--- src/sv/skt_pkg.sv ---
// Shared types and constants for the sorted key table.
`default_nettype none
package skt_pkg;

	localparam int TABLE_DEPTH = 64;
	localparam int CNT_W       = $clog2(TABLE_DEPTH + 1);
	localparam int IDX_W       = $clog2(TABLE_DEPTH);
	localparam int KEY_W       = 64;
	localparam int PAY_W       = 32;

	// operation codes
	localparam logic [1:0] FUNC_INSERT = 2'd0;
	localparam logic [1:0] FUNC_LOOKUP = 2'd1;
	localparam logic [1:0] FUNC_CLEAR  = 2'd2;

	// result status codes
	localparam logic [1:0] STAT_OK   = 2'd0;
	localparam logic [1:0] STAT_DUP  = 2'd1;
	localparam logic [1:0] STAT_FULL = 2'd2;
	localparam logic [1:0] STAT_MISS = 2'd3;

	typedef struct packed {
		logic [1:0]       func;
		logic [KEY_W-1:0] key;
		logic [PAY_W-1:0] payload;
	} req_item_t;

	typedef struct packed {
		logic [1:0]       status;
		logic [PAY_W-1:0] found_payload;
		logic [6:0]       entry_count;
	} rsp_item_t;

	// per-cycle commands broadcast to every cell
	typedef struct packed {
		logic cmp_en;
		logic shift_en;
	} cell_ctl_t;

	typedef enum logic [1:0] {
		S_IDLE,
		S_CMP,
		S_UPD
	} skt_state_t;

endpackage
`default_nettype wire

--- src/sv/skt_cell.sv ---
// One slot of the sorted table: holds a key and payload, compares and shifts.
`default_nettype none
module skt_cell (
	input  wire logic                     clk,
	input  wire logic                     arst_n,
	input  wire skt_pkg::cell_ctl_t       ctl,
	input  wire logic [skt_pkg::IDX_W-1:0] idx,
	input  wire logic [skt_pkg::CNT_W-1:0] count,
	input  wire logic [skt_pkg::KEY_W-1:0] cmp_key,
	input  wire logic [skt_pkg::PAY_W-1:0] new_pay,
	input  wire logic                     prev_gt,
	input  wire logic [skt_pkg::KEY_W-1:0] prev_key,
	input  wire logic [skt_pkg::PAY_W-1:0] prev_pay,
	output logic                          gt_q,
	output logic                          eq_q,
	output logic [skt_pkg::KEY_W-1:0]     key_q,
	output logic [skt_pkg::PAY_W-1:0]     pay_q
);
	import skt_pkg::*;

	logic occ;
	logic at_end;

	// slot holds a live entry below the count; the slot at the count is the tail
	assign occ    = CNT_W'(idx) < count;
	assign at_end = CNT_W'(idx) == count;

	// compare flags, taken in the compare cycle
	always_ff @(posedge clk or negedge arst_n) begin
		if (!arst_n) begin
			gt_q <= 1'b0;
			eq_q <= 1'b0;
		end else if (ctl.cmp_en) begin
			gt_q <= occ && (key_q > cmp_key);
			eq_q <= occ && (key_q == cmp_key);
		end
	end

	// insert: take the neighbor's entry if it moves up, else the new one at the insert point
	always_ff @(posedge clk) begin
		if (ctl.shift_en) begin
			if (prev_gt) begin
				key_q <= prev_key;
				pay_q <= prev_pay;
			end else if (gt_q || at_end) begin
				key_q <= cmp_key;
				pay_q <= new_pay;
			end
		end
	end

endmodule
`default_nettype wire

--- config.mk ---
export PLATFORM = sky130hd
export DESIGN_NAME = skt_cell
export DESIGN_NICKNAME = d
export VERILOG_FILES = /design/src/sv/skt_pkg.sv /design/src/sv/skt_cell.sv
export SDC_FILE = /design/constraint.sdc
export NUM_CORES = 1
export LEC_CHECK = 0
export BUFFER_PORTS_ARGS = -buffer_cell sky130_fd_sc_hd__buf_2
export CAP_MARGIN = 20
export CORE_MARGIN = 8
export CORE_UTILIZATION = 45
export CTS_CLUSTER_SIZE = 14
export DETAILED_ROUTE_END_ITERATION = 7
export GPL_TIMING_DRIVEN = 0
export PLACE_DENSITY = 0.8
export SLEW_MARGIN = 30
export SYNTH_ARGS = -nofsm -noshare
export SYNTH_HDL_FRONTEND = slang
export SYNTH_SLANG_ARGS = --single-unit
--- constraint.sdc ---
create_clock -name clk -period 4.4 [get_ports clk]
set_input_delay 0 -clock clk [delete_from_list [all_inputs] [get_ports clk]]
set_output_delay 0 -clock clk [all_outputs]
set_load 0.005 [all_outputs]
==> results of run 1 <==
flip-flops by register name, summed over array words and instances (netlist names):
name	cells
key_q	64
pay_q	32
eq_q	1
gt_q	1
logic make-up (layout without fill, tap and decap cells):
group,after synthesis,after routing,synth area share [%]
fa+ha+maj,70,70,15.2
simple gates,120,120,9.80
mux,33,33,6.47
compound gates,118,118,11.3
buf+inv,94,559,6.14
flops,98,98,51.0
other cells,0,10,0
worst min path at each step:
stage,startpoint,to,slack [ns]
after floorplan,arst_n,eq_q$_DFFE_PN0P_,-0.30
after global placement,arst_n,eq_q$_DFFE_PN0P_,-0.21
after detailed placement,arst_n,eq_q$_DFFE_PN0P_,-0.21
after CTS,cmp_key[32],key_q[32]$_DFFE_PP_,0.0001
after global routing,cmp_key[11],key_q[11]$_DFFE_PP_,0.01
final,cmp_key[54],key_q[54]$_DFFE_PP_,0.007
power breakdown:
part / total (mW) / switching (mW) / internal (mW)
clock network: 0.814 / 0.373 / 0.441
registers: 1.15 / 0.0369 / 1.12
logic: 0.637 / 0.306 / 0.331
repair_timing:
| action | in CTS | in global routing |
|---|---|---|
| hold buffers | 139 | 0 |
| hold endpoints to repair | 99 | 0 |
| endpoints found under the setup margin | 0 | 0 |
area by class of cell:
type / count / area share (%)
diodes: 10 / 0.269
multi-input cells: 341 / 26.4
clock buffers: 9 / 2.42
repair buffers: 449 / 32.6
clock inverters: 7 / 0.739
well taps: 172 / 2.31
flip-flops and latches: 98 / 31.5
inverters: 76 / 3.06
plain buffers: 18 / 0.725
synthesized netlist by cell type (4+ instances only):
cell       n  area share (%)
edfxtp_1  96              50
nand2_1   80             5.2
inv_1     76             5.0
o21ai_0   71             6.2
ha_1      70              15
mux2_2    33             6.5
a21oi_1   28             2.4
clkbuf_1  17             1.1
nand4_1   11             1.2
nand3_1    8            0.70
nor3_1     6            0.52
a221oi_1   4            0.61
nor2_1     4            0.26
critical path, stage by stage (launching register included):
cell	delay, ns
edfxtp_1	0.42
ha_1	0.36
nand4_1	0.15
nor4_1	0.43
nand4_1	0.25
or4_1	0.55
nor2b_1	0.15
o32a_1	0.17
metrics by stage:
stage               setup TNS [ns]  cell area [sq um]
finish                           0               9320
detailed placement               0               7610
CTS                              0               9290
global placement            -53.81               7490
global route                     0               9310
floorplan                        0               5750
routing by layer:
metal  part of all wire (%)  track usage [%]  vias to the layer above
met4                    5.5             17.4                        0
met5                      0                0                        -
met2                     51             52.0                      419
li1                       -                -                     2847
met3                    9.9             8.71                      101
met1                     34             29.5                     2972
==> run_results.csv, run 1 <==
group,metric,value,unit
yosys,post_synth.cell_area_avg,10.8,sq um
yosys,synth_ff_type,"edfxtp_1",
yosys,yosysSeqAreaShare,51.0,%
finish,post-route-util,74.1,%
routing,drt_iter0_markers,515,
global_route,grt_antenna_before_repair,6,
job,maxCapViolCount,0,
clock_tree,htree_levels,3,
yosys,synth_seq_cells,98,
floorplan,ioPinCount,308,
global_route,grt_pass1_wl,36700,um
finish,final_common_cell,"buf_2",
clock_tree,cts.reportedPaths.clkPinSlew,0.07,ns
finish,final_cell_mix,"buf_2, dlygate4sd3_1, edfxtp_1",
timing,timing.final.ws_setup,1.79,ns
worst_setup_path,crit_required,4.63,ns
yosys,syn_nets,813,
floorplan,core_area,12600,sq um
worst_setup_path,rr_startpoint,"key_q[21]$_DFFE_PP_",
timing,finalCritPeriodShare,59.4,%
timing,finalCriticalPeriod,2.61,ns
routing,drc,0,
routing,ant_nets,0,
timing,setup-violations-final,0,
worst_setup_path,r2r_end,"gt_q$_DFFE_PN0P_",
hold_path,whs_path_depth,3,
routing,routed_wl,24800,um
placement,port_buffers,306,
pwr,design_power_total,2.60,mW
timing,tightestPinTransition,0.751,ns
global_route,grt_usage,29.1,%
hold_path,hp-class,"in2reg",
timing,skew,0.0107,ns
global_route,grt_max_degree,25,
worst_setup_path,rrSetupSlack,1.79,ns
finish,multi_input_area,2460,sq um
worst_setup_path,arrival,2.85,ns
global_route,grt_pass1_vias,6945,
worst_setup_path,critPathMaxFanout,2,
floorplan,row_count,41,
floorplan,die_width,129,um
timing,slew_viol_final,0,
yosys,postSynthCellCount,533,
clock_tree,cts_root_buf,"clkbuf_16",
finish,syn2layout_area_growth,62.1,%
clock_tree,ctsResizeCount,0,
timing,clock.fmax,0.383,GHz
clock_tree,clk_latency,0.35,ns
yosys,syn_area,5750,sq um
timing,hold_viol_final,0,
pwr,p_leak,4.46,nW
floorplan,die-height,129,um
routing,firstDrtPassIters,5,
routing,drt-vias-per-instance,5.37,
clock_tree,numCtsBuffers,9,
global_route,overflow,0,
timing,rsz0062_at_grt,"false",
placement,pre_cts_slack,1.81,ns
placement,hpwl,15800,um
floorplan,die_area,16600,sq um
status,outcome,"finished clean",
floorplan,initial_utilization,45.7,%
finish,n_fill_cell,798,
placement,dp_cells,1015,
yosys,synth-edff-count,96,
worst_setup_path,endpoint,"gt_q$_DFFE_PN0P_",
clock_tree,cts_setup_buffers,0,
yosys,synth.distinct_cells,34,
worst_setup_path,criticalPathCategory,"reg2reg",
finish,layout.cells.non_filler,1180,
clock_tree,clock_path_buffers,2,
finish,layout-drive-gt1-share,36.7,%
clock_tree,cts_tree,"done",
pwr,ir_drop,0.231,mV
timing,slew_headroom,49.9,%
worst_setup_path,critPathLaunchType,"flip-flop",
finish,final_nets,1273,
pwr,powerDensity,279,nW/um^2
yosys,async_reset_ff_share,2.04,%
worst_setup_path,reg2regPathDepth,7,
timing,whs,0.00735,ns
clock_tree,cts.sinks,98,
routing,post_drt_wl_per_cell,21.0,um
routing,vias,6339,
placement,gp_congestion,0.821,
worst_setup_path,endpoint_kind,"flip-flop",
yosys,yosysWarnings,0,
finish,regArea,2930,sq um
worst_setup_path,startpoint,"key_q[21]$_DFFE_PP_",
(Power assumes the default switching activity.)
==> run 2: changes to the inputs <==
==> constraint.sdc (replaced) <==
create_clock -name clk -period 2.5 [get_ports clk]
set_input_delay 0 -clock clk [delete_from_list [all_inputs] [get_ports clk]]
set_output_delay 0 -clock clk [all_outputs]
set_load 0.005 [all_outputs]
==> run_results.csv, run 2 (synthesis results as in run 1) <==
group,metric,value,unit
floorplan,die-height,129,um
finish,final_common_cell,"buf_2",
clock_tree,cts.reportedPaths.clkPinSlew,0.07,ns
finish,multi_input_area,2540,sq um
finish,n_fill_cell,796,
global_route,grt_antenna_before_repair,6,
hold_path,hold_start,"cmp_key[4]",
worst_setup_path,crit_required,2.73,ns
routing,firstDrtPassIters,5,
floorplan,core_area,12600,sq um
global_route,grt_usage,28.1,%
finish,layout-drive-gt1-share,37.2,%
global_route,overflow,0,
worst_setup_path,rr_startpoint,"key_q[22]$_DFFE_PP_",
timing,hold_viol_final,0,
timing,finalCritPeriodShare,98.8,%
floorplan,die_area,16600,sq um
worst_setup_path,endpoint_kind,"flip-flop",
finish,largest-register,"key_q",
pwr,p_leak,4.46,nW
placement,hpwl,15100,um
routing,ant_nets,0,
timing,slew_viol_final,0,
placement,gp_congestion,0.836,
hold_path,whs_path_depth,3,
worst_setup_path,startpoint,"key_q[22]$_DFFE_PP_",
placement,dp_cells,1012,
clock_tree,cts.sinks,98,
clock_tree,cts_root_buf,"clkbuf_16",
timing,skew,0.0113,ns
hold_path,hp-class,"in2reg",
global_route,grt_pass1_wl,35600,um
routing,vias,6235,
status,outcome,"finished clean",
worst_setup_path,r2r_end,"gt_q$_DFFE_PN0P_",
routing,drt-vias-per-instance,5.29,
floorplan,initial_utilization,45.7,%
placement,port_buffers,306,
clock_tree,htree_levels,3,
routing,drt_iter0_markers,372,
global_route,grt_pass1_vias,6745,
routing,drc,0,
pwr,powerDensity,499,nW/um^2
finish,largest_reg_flops,64,
floorplan,ioPinCount,308,
timing,rsz0062_at_grt,"true",
worst_setup_path,critPathLaunchType,"flip-flop",
finish,final_cell_mix,"buf_2, dlygate4sd3_1, edfxtp_1",
job,maxCapViolCount,0,
routing,routed_wl,24600,um
finish,regArea,2930,sq um
clock_tree,cts_tree,"done",
finish,final_nets,1277,
global_route,grt_max_degree,50,
clock_tree,numCtsBuffers,9,
worst_setup_path,reg2regPathDepth,7,
floorplan,die_width,129,um
clock_tree,clock_path_buffers,2,
finish,layout.cells.non_filler,1179,
clock_tree,clk_latency,0.35,ns
timing,setup-violations-final,0,
finish,syn2layout_area_growth,63.4,%
finish,top_regs,"key_q: 64 flops, pay_q: 32 flops",
worst_setup_path,rrSetupSlack,0.03,ns
timing,finalCriticalPeriod,2.47,ns
timing,slew_headroom,45.6,%
timing,clock.fmax,0.405,GHz
finish,post-route-util,74.7,%
timing,tightestPinTransition,0.817,ns
worst_setup_path,endpoint,"gt_q$_DFFE_PN0P_",
routing,post_drt_wl_per_cell,20.9,um
floorplan,row_count,41,
worst_setup_path,criticalPathCategory,"reg2reg",
worst_setup_path,critPathMaxFanout,2,
pwr,ir_drop,0.456,mV
worst_setup_path,arrival,2.70,ns
==> run 2: cell types whose count changed in the layout (fill, tap and decap cells not counted), sizes merged <==
cell	delta
clkinv	-2
dlygate4sd3	+5
buf	-1
bufinv	+1
clkinvlp	+1
inv	-1
diode	-4
==> run 2: power breakdown <==
| group | leakage [nW] | switching (mW) | internal, mW | total (mW) |
|---|---|---|---|---|
| registers | 0.942 | 0.0658 | 1.96 | 2.03 |
| clock network | 0.148 | 0.659 | 0.876 | 1.53 |
| logic | 3.37 | 0.542 | 0.580 | 1.12 |
| total | 4.46 | 1.27 | 3.42 | 4.69 |
==> run 2: layout make-up <==
class	instances	area share, %
antenna	6	0.160
buffer	18	0.719
clock buffer	9	2.40
clock inverter	6	0.986
inverter	76	3.04
multi-input combinational	341	27.1
sequential	98	31.2
tap	172	2.29
timing repair buffer	453	32.1
==> run 2: worst min path at each step <==
| stage | slack (ns) | end |
|---|---|---|
| 2_1_floorplan | -0.30 | eq_q$_DFFE_PN0P_ |
| 3_3_place_gp | -0.21 | eq_q$_DFFE_PN0P_ |
| 3_5_place_dp | -0.21 | eq_q$_DFFE_PN0P_ |
| 4_1_cts | 0.002 | key_q[32]$_DFFE_PP_ |
| 5_1_grt | 0.02 | key_q[42]$_DFFE_PP_ |
| 6_report | 0.01 | key_q[4]$_DFFE_PP_ |
==> run 2: worst max-delay path, cell delays in order, from the launching register on <==
cell and delay (ns):
edfxtp_1 0.47, ha_4 0.33, nand4_1 0.19, nor4_2 0.37, nand4_1 0.21, or4_4 0.47, nor2b_1 0.15, o32a_1 0.17
==> run 2: timing repair <==
action | 4_1_cts | 5_1_grt
buffers inserted | 1 | 1
hold buffers | 144 | 0
gates cloned | 0 | 0
hold endpoints to repair | 99 | 0
setup endpoints to repair | 1 | 1
pin swaps | 3 | 4
gates resized for setup | 2 | 6
==> run 2: stage by stage <==
stage / total power [mW] / TNS (ns) / hold slack [ns] / worst slack (ns) / instance area [sq um]
after global placement: 2.85 / -90.13 / -0.212 / -0.943 / 7500
final: 4.69 / 0 / 0.0134 / 0.0290 / 9390
after floorplan: 2.46 / 0 / -0.296 / 0.226 / 5750
after CTS: 4.57 / 0 / 0.00207 / 0.0549 / 9310
after global routing: 4.85 / -0.0760 / 0.0171 / -0.0760 / 9390
after detailed placement: 2.88 / -0.0875 / -0.208 / -0.0875 / 7530
==> run 2: layer usage <==
layer / up-vias / share of wire, % / track usage, %
li1: 2843 / - / -
met2: 386 / 50 / 49.3
met4: 4 / 4.8 / 16.0
met3: 90 / 11 / 9.65
met1: 2912 / 35 / 28.7
met5: - / 0.11 / 0
==> run 3: changes to the inputs <==
--- a/config.mk
+++ b/config.mk
@@ -12,7 +12,7 @@
 export CTS_CLUSTER_SIZE = 14
 export DETAILED_ROUTE_END_ITERATION = 7
 export GPL_TIMING_DRIVEN = 0
-export PLACE_DENSITY = 0.8
+export PLACE_DENSITY = 0.81
 export SLEW_MARGIN = 30
 export SYNTH_ARGS = -nofsm -noshare
 export SYNTH_HDL_FRONTEND = slang
==> constraint.sdc (replaced) <==
create_clock -name clk -period 2.3 [get_ports clk]
set_input_delay 0 -clock clk [delete_from_list [all_inputs] [get_ports clk]]
set_output_delay 0 -clock clk [all_outputs]
set_load 0.005 [all_outputs]
==> run_results.csv, run 3 (synthesis results as in run 1) <==
group,metric,value,unit
finish,final_common_cell,"buf_2",
worst_setup_path,critPathLaunchType,"flip-flop",
timing,setup-violations-final,1,
timing,rsz0062_at_grt,"true",
clock_tree,cts.reportedPaths.clkPinSlew,0.07,ns
pwr,p_leak,4.46,nW
global_route,grt_usage,28.3,%
placement,dp_cells,1012,
placement,gp_congestion,0.861,
worst_setup_path,crit_required,2.53,ns
finish,post-route-util,74.5,%
clock_tree,htree_levels,3,
status,outcome,"finished with violations",
global_route,grt_antenna_before_repair,7,
clock_tree,clock_path_buffers,2,
timing,hold_viol_final,0,
worst_setup_path,cp_slowest_cell,"or4_4",
clock_tree,cts.sinks,98,
pwr,ir_drop,0.487,mV
global_route,overflow,0,
routing,drc,0,
placement,pre_cts_slack,-0.312,ns
finish,top_regs,"key_q: 64 flops, pay_q: 32 flops",
timing,finalCriticalPeriod,2.44,ns
floorplan,die_area,16600,sq um
timing,final.setup.tns,-0.141,ns
routing,ant_nets,0,
timing,finalCritPeriodShare,106,%
routing,drt_iter0_markers,397,
finish,syn2layout_area_growth,62.9,%
floorplan,die-height,129,um
global_route,grt_pass1_vias,6647,
floorplan,row_count,41,
hold_path,hp-class,"in2reg",
worst_setup_path,arrival,2.67,ns
timing,whs,0.000505,ns
clock_tree,numCtsBuffers,9,
finish,final_cell_mix,"buf_2, dlygate4sd3_1, edfxtp_1",
routing,vias,6262,
clock_tree,cts_root_buf,"clkbuf_16",
floorplan,die_width,129,um
floorplan,core_area,12600,sq um
routing,drt-vias-per-instance,5.30,
timing,skew,0.0136,ns
floorplan,ioPinCount,308,
status,violations,"setup timing",
clock_tree,cts_tree,"done",
routing,routed_wl,24500,um
finish,n_fill_cell,768,
placement,port_buffers,306,
floorplan,initial_utilization,45.7,%
worst_setup_path,criticalPathCategory,"reg2reg",
pwr,powerDensity,539,nW/um^2
worst_setup_path,critPathMaxFanout,3,
finish,layout-drive-gt1-share,37.4,%
global_route,grt_pass1_wl,35800,um
finish,final_nets,1276,
routing,post_drt_wl_per_cell,20.7,um
worst_setup_path,endpoint_kind,"flip-flop",
job,maxCapViolCount,0,
finish,layout.cells.non_filler,1182,
placement,hpwl,15300,um
worst_setup_path,max_stage_delay,0.48,ns
timing,tightestPinTransition,0.703,ns
timing,slew_headroom,53.1,%
timing,timing.final.ws_setup,-0.141,ns
timing,clock.fmax,0.410,GHz
worst_setup_path,crit_chain,"ha_4, nand4_4, nor4_4, nand4_1, or4_4, nor2b_1, o32a_1",
global_route,grt_max_degree,51,
timing,slew_viol_final,0,
finish,largest_reg_flops,64,
routing,firstDrtPassIters,4,
clock_tree,clk_latency,0.36,ns
finish,largest-register,"key_q",
-- run 3: cell types whose count changed in the layout (fill, tap and decap cells not counted), moves of 2 or more --
cell           before  now
diode_2             6   10
clkinv_2            0    2
buf_4               2    6
clkinvlp_4          2    0
dlygate4sd3_1     144  139
-- run 3: what timing repair did --
| action | 4_1_cts | 5_1_grt |
|---|---|---|
| hold endpoints to repair | 98 | 0 |
| hold buffers | 139 | 0 |
| pin swaps | 8 | 3 |
| setup buffers | 6 | 0 |
| endpoints found under the setup margin | 2 | 2 |
| resized for setup | 4 | 3 |
-- run 3: layout make-up --
type                    count  area [sq um]  share of cell area [%]
repair buffers            452          3000                    32.0
flip-flops and latches     98          2930                    31.3
multi-input cells         341          2530                    27.1
inverters                  76           285                    3.05
clock buffers               9           225                    2.41
well taps                 172           215                    2.30
clock inverters             6          82.6                   0.882
plain buffers              18          67.6                   0.722
diodes                     10          25.0                   0.267
-- run 3: path summary, 6_finish.rpt --
check / depth (start not counted) / slack, ns / endpoint / startpoint
worst max-delay path: 7 / -0.14 / gt_q$_DFFE_PN0P_ / key_q[58]$_DFFE_PP_
worst min-delay path: 3 / 0.0005 / key_q[40]$_DFFE_PP_ / cmp_key[40]
worst max register to register: 7 / -0.14 / gt_q$_DFFE_PN0P_ / key_q[58]$_DFFE_PP_
worst min register to register: 2 / 0.53 / eq_q$_DFFE_PN0P_ / eq_q$_DFFE_PN0P_
max in group asynchronous: 3 / 1.66 / gt_q$_DFFE_PN0P_ / arst_n
min in group asynchronous: 3 / 0.52 / eq_q$_DFFE_PN0P_ / arst_n
-- run 3: critical path: cells and delay by family, from the launching register on --
family | cells | cell delay (ns)
AO/OA/AOI/OAI | 1 | 0.15
adder cells (fa/ha/maj) | 1 | 0.33
flip-flops | 1 | 0.45
AND/OR/NAND/NOR | 5 | 1.39
-- run 3: metal layers --
metal / vias to the layer above / GRT usage (%) / share of wire, % / routed length [um]
li1: 2851 / - / - / -
met3: 76 / 9.04 / 11 / 2670
met5: - / 0 / 0 / 0
met4: 0 / 15.1 / 4.4 / 1070
met2: 411 / 49.5 / 50 / 12200
met1: 2924 / 30.0 / 35 / 8480
-- run 3: through the flow --
stage | instance area (sq um) | power, mW
2_1_floorplan | 5750 | 2.67
3_3_place_gp | 7500 | 3.10
3_5_place_dp | 7530 | 3.14
4_1_cts | 9310 | 4.94
5_1_grt | 9360 | 5.23
6_report | 9360 | 5.05
-- run 3: where the power goes --
part / internal, mW / total (mW) / switching [mW]
clock network: 0.943 / 1.64 / 0.693
registers: 2.13 / 2.20 / 0.0679
logic: 0.625 / 1.21 / 0.585
total: 3.70 / 5.05 / 1.35
